**src/sv/tlfp_pkg.sv**
```systemverilog
package tlfp_pkg;

    localparam logic [1:0] KIND_PAYLOAD = 2'd0;
    localparam logic [1:0] KIND_EMPTY   = 2'd1;
    localparam logic [1:0] KIND_ERROR   = 2'd2;

    localparam logic REG_SHORT_TYPES = 1'b0;
    localparam logic REG_MAX_PAYLOAD = 1'b1;

    localparam logic [63:0] SHORT_TYPES_RESET = 64'd1023;
    localparam logic [31:0] MAX_PAYLOAD_RESET = 32'd65535;

    localparam logic [2:0] SHORT_LEN_BYTES = 3'd2;
    localparam logic [2:0] LONG_LEN_BYTES  = 3'd4;
    localparam logic [7:0] MASKED_TYPES    = 8'd64;

    typedef struct packed {
        logic [1:0]  kind;
        logic [7:0]  frame_type;
        logic [7:0]  payload_byte;
        logic        last;
        logic [31:0] frame_length;
    } result_t;

endpackage

```
**src/sv/type_length_frame_parser.sv**
```systemverilog
// Channel   Direction  Handshake             Payload
// in        to block   in_valid / in_stall   data_byte
// out       from block out_valid / out_stall kind, frame_type, payload_byte, last,
//                                            frame_length
// cfg       to block   APB write/read        paddr, pwdata, prdata
//
// One byte per cycle unless in_stall: a byte updates the frame state as it is taken.
// A result is registered when its byte is accepted, into the output register if free.
// A second result is caught in a skid register while out_stall holds the first;
// in_stall rises only while that skid register is full.
// rst_n clears the frame state and result registers and resets the configuration.
module type_length_frame_parser
    import tlfp_pkg::*;
(
    input  logic        clk,
    input  logic        rst_n,

    input  logic        in_valid,
    output logic        in_stall,
    input  logic [7:0]  data_byte,

    output logic        out_valid,
    input  logic        out_stall,
    output logic [1:0]  kind,
    output logic [7:0]  frame_type,
    output logic [7:0]  payload_byte,
    output logic        last,
    output logic [31:0] frame_length,

    input  logic        psel,
    input  logic        penable,
    input  logic        pwrite,
    input  logic [3:0]  paddr,
    input  logic [63:0] pwdata,
    output logic [63:0] prdata,
    output logic        pready
);

    typedef enum logic [1:0] {
        PH_TYPE = 2'd0,
        PH_LEN  = 2'd1,
        PH_DATA = 2'd2,
        PH_ERR  = 2'd3
    } phase_t;

    phase_t      phase_reg, phase_next;
    logic [7:0]  type_reg, type_next;
    logic [2:0]  len_left_reg, len_left_next;
    logic [31:0] accum_reg, accum_next;
    logic [31:0] payload_left_reg, payload_left_next;

    logic [63:0] short_types_reg;
    logic [31:0] max_payload_reg;

    result_t     out_reg, skid_reg, res;
    logic        out_valid_reg, skid_valid_reg;
    logic        res_valid;

    logic        in_accept;
    logic        out_free;
    logic        type_is_short;
    logic [31:0] accum_shift;
    logic [2:0]  len_left_dec;
    logic [31:0] payload_dec;
    logic        cfg_write;
    logic        cfg_sel;

    assign in_stall  = skid_valid_reg;
    assign in_accept = in_valid && !skid_valid_reg;
    assign out_free  = !out_valid_reg || !out_stall;

    assign type_is_short = (data_byte < MASKED_TYPES) && short_types_reg[data_byte[5:0]];
    assign accum_shift   = {accum_reg[23:0], data_byte};
    assign len_left_dec  = len_left_reg - 3'd1;
    assign payload_dec   = payload_left_reg - 32'd1;

    always_comb
    begin
        phase_next        = phase_reg;
        type_next         = type_reg;
        len_left_next     = len_left_reg;
        accum_next        = accum_reg;
        payload_left_next = payload_left_reg;
        res_valid         = 1'b0;
        res.kind          = KIND_PAYLOAD;
        res.payload_byte  = 8'd0;
        res.last          = 1'b1;
        case (phase_reg)
            PH_TYPE:
            begin
                type_next     = data_byte;
                len_left_next = type_is_short ? SHORT_LEN_BYTES : LONG_LEN_BYTES;
                accum_next    = 32'd0;
                phase_next    = PH_LEN;
            end
            PH_LEN:
            begin
                accum_next    = accum_shift;
                len_left_next = len_left_dec;
                if (len_left_dec == 3'd0)
                begin
                    if (accum_shift > max_payload_reg)
                    begin
                        phase_next = PH_ERR;
                        res_valid  = 1'b1;
                        res.kind   = KIND_ERROR;
                    end
                    else if (accum_shift == 32'd0)
                    begin
                        phase_next = PH_TYPE;
                        res_valid  = 1'b1;
                        res.kind   = KIND_EMPTY;
                    end
                    else
                    begin
                        payload_left_next = accum_shift;
                        phase_next        = PH_DATA;
                    end
                end
            end
            PH_DATA:
            begin
                payload_left_next = payload_dec;
                res_valid         = 1'b1;
                res.kind          = KIND_PAYLOAD;
                res.payload_byte  = data_byte;
                res.last          = (payload_dec == 32'd0);
                if (payload_dec == 32'd0)
                begin
                    phase_next = PH_TYPE;
                end
            end
            default:
            begin
                phase_next = PH_ERR;
            end
        endcase
        res.frame_type   = type_reg;
        res.frame_length = accum_next;
    end

    always_ff @(posedge clk or negedge rst_n)
    begin
        if (!rst_n)
        begin
            phase_reg        <= PH_TYPE;
            type_reg         <= 8'd0;
            len_left_reg     <= 3'd0;
            accum_reg        <= 32'd0;
            payload_left_reg <= 32'd0;
            out_valid_reg    <= 1'b0;
            skid_valid_reg   <= 1'b0;
            out_reg          <= '0;
            skid_reg         <= '0;
        end
        else
        begin
            if (in_accept)
            begin
                phase_reg        <= phase_next;
                type_reg         <= type_next;
                len_left_reg     <= len_left_next;
                accum_reg        <= accum_next;
                payload_left_reg <= payload_left_next;
            end
            if (out_free)
            begin
                // drain the skid stage first; no request is taken while it is full
                if (skid_valid_reg)
                begin
                    out_valid_reg  <= 1'b1;
                    out_reg        <= skid_reg;
                    skid_valid_reg <= 1'b0;
                end
                else
                begin
                    out_valid_reg <= in_accept && res_valid;
                    out_reg       <= res;
                end
            end
            else if (in_accept && res_valid)
            begin
                skid_valid_reg <= 1'b1;
                skid_reg       <= res;
            end
        end
    end

    assign cfg_write = psel && penable && pwrite;
    assign cfg_sel   = paddr[3];

    always_ff @(posedge clk or negedge rst_n)
    begin
        if (!rst_n)
        begin
            short_types_reg <= SHORT_TYPES_RESET;
            max_payload_reg <= MAX_PAYLOAD_RESET;
        end
        else if (cfg_write)
        begin
            if (cfg_sel == REG_SHORT_TYPES)
            begin
                short_types_reg <= pwdata;
            end
            else
            begin
                max_payload_reg <= pwdata[31:0];
            end
        end
    end

    assign prdata = (cfg_sel == REG_MAX_PAYLOAD) ? {32'd0, max_payload_reg} : short_types_reg;
    assign pready = 1'b1;

    assign out_valid    = out_valid_reg;
    assign kind         = out_reg.kind;
    assign frame_type   = out_reg.frame_type;
    assign payload_byte = out_reg.payload_byte;
    assign last         = out_reg.last;
    assign frame_length = out_reg.frame_length;

endmodule

```
**config.mk**
```make
export PLATFORM = sky130hd
export DESIGN_NAME = type_length_frame_parser
export DESIGN_NICKNAME = d
export VERILOG_FILES = /design/src/sv/tlfp_pkg.sv /design/src/sv/type_length_frame_parser.sv
export SDC_FILE = /design/constraint.sdc
export NUM_CORES = 1
export LEC_CHECK = 0
export BUFFER_PORTS_ARGS = -buffer_cell sky130_fd_sc_hd__clkbuf_2
export CORE_ASPECT_RATIO = 1.4
export CORE_MARGIN = 1.5
export CORE_UTILIZATION = 50
export CTS_BUF_LIST = sky130_fd_sc_hd__clkbuf_16
export DETAILED_ROUTE_END_ITERATION = 6
export GPL_ROUTABILITY_DRIVEN = 1
export GPL_TIMING_DRIVEN = 0
export HOLD_SLACK_MARGIN = 0.08
export PLACE_DENSITY = 0.71
export SKIP_CTS_REPAIR_TIMING = 1
export SYNTH_ARGS = -nofsm -noshare
export SYNTH_HDL_FRONTEND = slang
export SYNTH_SLANG_ARGS = --single-unit
```
**constraint.sdc**
```tcl
create_clock -name clk -period 7.95 [get_ports clk]
set_input_delay 1.1925 -clock clk [delete_from_list [all_inputs] [get_ports clk]]
set_output_delay 1.1925 -clock clk [all_outputs]
set_load 0.02 [all_outputs]
```
==> metrics list <==
- In this run the number of H-tree levels came out at 1.
- The final number of max-transition violations came to 0.
* Mapped Nets: approximately 1500
* TritonCTS clock tree: done
* Fraction of the cycle the final worst path needs: 0.619
- Die area: 0.0306 mm²
- Post-layout min period: ~4.9 ns
* Power density over the cells: between 200 and 250 mW/mm²
- Global routing finished with a remaining overflow of 0.
- WP depth: 14
* Max rail drop VDD: 0.198 mV
* Leading cell type by number of instances after synthesis: sky130_fd_sc_hd__dfrtp_1
- Main flop type after synthesis: sky130_fd_sc_hd__dfrtp_1
- Max-Slew Margin vs Limit: 0.337
- Max reg flops: 64
* Via Count: about 12000
* Endpoint of the most critical register-to-register path: payload_left_reg[6]
* Highest net fanout along the worst path: 10
- In this run, placement finished with an instance count of 1984.
- The cell count after synthesis came out at 1405.
- Post-CTS clock slew at the launch and capture registers of the worst setup and hold paths: about 0.070 ns
- Residual DRC count: 1
- Number of nets in the final layout: 1756
- Slack of the worst reg-to-reg path: 3.54 ns
- The filler cells instantiated in the layout total 2564.
- Routed Wire Length: between 40000 and 50000 µm
* Area grow syn2layout: 16.0%
- Number of inserted diodes: 0
- Via density per instance: roughly 5.9
* Multi-input gate area: just over 0.007 mm²
* Final-report hold violation count: 0
* Fraction of registers with async set or reset after synthesis: 1.00
- The synthesized design contains 0 enable-type register cells.
- The min-delay analysis places its worst path in the category reg -> reg.
- First-pass detailed-route iteration total: 7
* DRT iter0 DRCs: between 700 and 800
- The initial utilization of the core area, before any placement, comes to 0.506.
- Buffer and inverter count on the worst path: 5
- For this run, the slowest stage of the critical path takes 0.76 ns.
- Final number of setup-violating endpoints: 0
* Mean post-synth cell area: around 11 µm²
- Of the cells placed in the final design, the portion with a size suffix greater than 1 is 0.265.
- Clock tree synthesis selected as its root buffer the cell sky130_fd_sc_hd__clkbuf_16.
- For this run, the number of Yosys warnings is 0.
- Detailed placement ended at an HPWL of 30400 µm.
* Crit Path Class: in -> reg
- STA puts the critical path data arrival time at 5.36 ns.
* Most frequent cell on the critical path: sky130_fd_sc_hd__clkbuf_1
- Cell with the largest stage delay on the worst path: sky130_fd_sc_hd__buf_1
- Cell Chain, Critical Path: clkbuf_2 -> buf_1 -> inv_1 -> ha_1 -> nor2b_1 -> o21bai_1 -> a21boi_0 -> or4b_1 -> a21oi_1 -> a32oi_1 -> clkbuf_1 -> clkbuf_1 -> mux2i_1 -> nand3_1
- FF+latch area: 0.00696 mm²
- Once layout is complete, the cells apart from fillers number 2032.
* Cell class contributing the biggest share of worst-path delay: buffers and inverters
* Number of global-route vias before repair: 11900
- Largest net degree at the start of global routing: a little over 80
- Tot Pwr: 3.72 mW
* Worst-case hold path end point: frame_length[25]
- Status: complete, but fails checks
- Sink Count: between 200 and 300
- The number of antenna violations at the first check in global routing is 0.
- Hold depth: 2
- The die is 148 µm wide.
- All-layer global routing usage: 0.269
* Count of buffers inserted at the top-level ports: 196
- STA classifies the critical path endpoint as a flip-flop.
* Library cell occupying the most area in the post-synthesis netlist: sky130_fd_sc_hd__dfrtp_1
- Syn Std Cell Area: 0.0148 mm²
* Yosys top cell area share: 0.425
- In the post-synthesis netlist, the biggest area contributors are sky130_fd_sc_hd__dfrtp_1, sky130_fd_sc_hd__mux2_2, sky130_fd_sc_hd__dfstp_2, sky130_fd_sc_hd__nor2b_1, sky130_fd_sc_hd__nand2_1.
- The clock reaches the later pin of the worst-skew pair after 0.57 ns.
- Die H: 206 µm
- Req. time, crit path: 8.39 ns
* Average detailed-routed wire length per instance: 20.2 µm
- The core region is 0.0292 mm².
- At the end of routability-driven placement, the weighted congestion stood at 0.917.
* Setup crit start kind: input pin
- Max-cap violations in this run came to 0.
* Top cells by instance count after synthesis: sky130_fd_sc_hd__dfrtp_1, sky130_fd_sc_hd__nand2_1, sky130_fd_sc_hd__mux2_2, sky130_fd_sc_hd__nor2b_1, sky130_fd_sc_hd__o21ai_0
- Counting the buffers created by CTS gives 27.
* Violated checks: design-rule violations
* Synthesized flop and latch total: 277
- Worst-case reg-to-reg path depth: 11
- Number of cell rows: between 70 and 80
- In this run the critical register-to-register path is launched from accum_reg[7].
* Highest clock frequency the design can meet: 203 MHz
- Launch point of the worst hold path: frame_length[25]
- Number of buffers on the longest clock path: 3
* Setup repair after global routing missed its margin: false
* Number of different library cells in the post-synthesis netlist: 66
- The first global-routing pass estimated 64200 µm of wire.
- Sequential share of the synthesized area: 0.471
- Transition at the pin with the smallest max-transition slack: 0.994 ns
* Final design utilization: 0.587
- In this run the remaining antenna-violating nets after routing total 0.
- In this run the static leakage power is 7.64 nW.
- Max Clock Skew: 0.0194 ns
- I/O pins: 201
## worst max path at each step
stage                 startpoint                   to  slack (ns)
floorplan           data_byte[0]         skid_reg[42]        4.10
global placement           rst_n      payload_byte[0]       -0.09
detailed placement  data_byte[0]  payload_left_reg[6]        2.45
CTS                 data_byte[0]  payload_left_reg[6]        3.03
global route        data_byte[0]  payload_left_reg[6]        2.73
finish              data_byte[0]  payload_left_reg[6]        3.03
## report_power, final
group	switching, mW	internal (mW)
registers	0.110	1.59
logic	0.449	0.348
clock network	0.570	0.651
## cells by family (layout without fill, tap and decap cells)
family          count (synthesis)  in the layout  share of synthesized area
simple gates                  461            461                      0.172
compound gates                282            282                      0.125
flops                         277            277                      0.471
mux                           181            181                      0.152
buf+inv                       153            400                     0.0396
fa+ha+maj                      40             40                     0.0339
xor+xnor                       10             10                    0.00593
other cells                     1              1                   0.000254
## per-stage QoR
step	setup slack, ns	cell area [µm²]	TNS, ns	hold WS [ns]
6_report	3.03	17100	0	0.476
5_1_grt	2.73	17100	0	0.501
4_1_cts	3.03	17100	0	0.481
3_5_place_dp	2.45	16300	0	0.467
3_3_place_gp	-0.0939	16200	-19.88	0.461
2_1_floorplan	4.10	14800	0	0.449
## layout by cell type, fill, tap and decap left out, types with 7 or more instances in the layout
master,count
sky130_fd_sc_hd__mux2i_1,16
sky130_fd_sc_hd__a21oi_1,56
sky130_fd_sc_hd__nand3_1,29
sky130_fd_sc_hd__mux2_2,136
sky130_fd_sc_hd__o21ai_1,7
sky130_fd_sc_hd__dfstp_2,26
sky130_fd_sc_hd__mux2_1,8
sky130_fd_sc_hd__nor3_1,20
sky130_fd_sc_hd__nand2_1,150
sky130_fd_sc_hd__o21ai_0,90
sky130_fd_sc_hd__ha_1,40
sky130_fd_sc_hd__o31ai_1,34
sky130_fd_sc_hd__nor4bb_1,7
sky130_fd_sc_hd__nor2_1,31
sky130_fd_sc_hd__clkbuf_2,195
sky130_fd_sc_hd__buf_1,16
sky130_fd_sc_hd__a22oi_1,9
sky130_fd_sc_hd__or3_1,11
sky130_fd_sc_hd__mux4_2,20
sky130_fd_sc_hd__inv_1,57
sky130_fd_sc_hd__nor4_1,15
sky130_fd_sc_hd__nand2b_1,18
sky130_fd_sc_hd__a22o_1,27
sky130_fd_sc_hd__nor2b_1,100
sky130_fd_sc_hd__nand4_1,13
sky130_fd_sc_hd__clkbuf_1,82
sky130_fd_sc_hd__dfrtp_1,251
sky130_fd_sc_hd__o32ai_1,8
sky130_fd_sc_hd__a211o_1,24
sky130_fd_sc_hd__nor3b_1,20
sky130_fd_sc_hd__nor4b_1,19
sky130_fd_sc_hd__clkbuf_16,27
## layer usage
metal | wire [µm] | track usage | vias up
li1 | - | - | 5513
met3 | 2710 | 0.0479 | 131
met1 | 15700 | 0.313 | 5831
met4 | 1950 | 0.129 | 0
met5 | 0 | 0 | -
met2 | 20700 | 0.477 | 427
## tightest hold or removal path, cell delays in order, from the launching register on
cell,delay [ns]
sky130_fd_sc_hd__dfrtp_1,0.34
sky130_fd_sc_hd__nand2_1,0.05
sky130_fd_sc_hd__o31ai_1,0.05
## layout make-up
cell class                      instances  share of cell area
Clock inverter                         21             0.00811
Inverter                               50              0.0110
Timing Repair Buffer                  199              0.0626
Multi-Input combinational cell        975               0.421
Buffer                                103              0.0232
Clock buffer                           27              0.0394
Sequential cell                       277               0.406
Tap cell                              380              0.0278
Power figures use the tool's default switching activity.
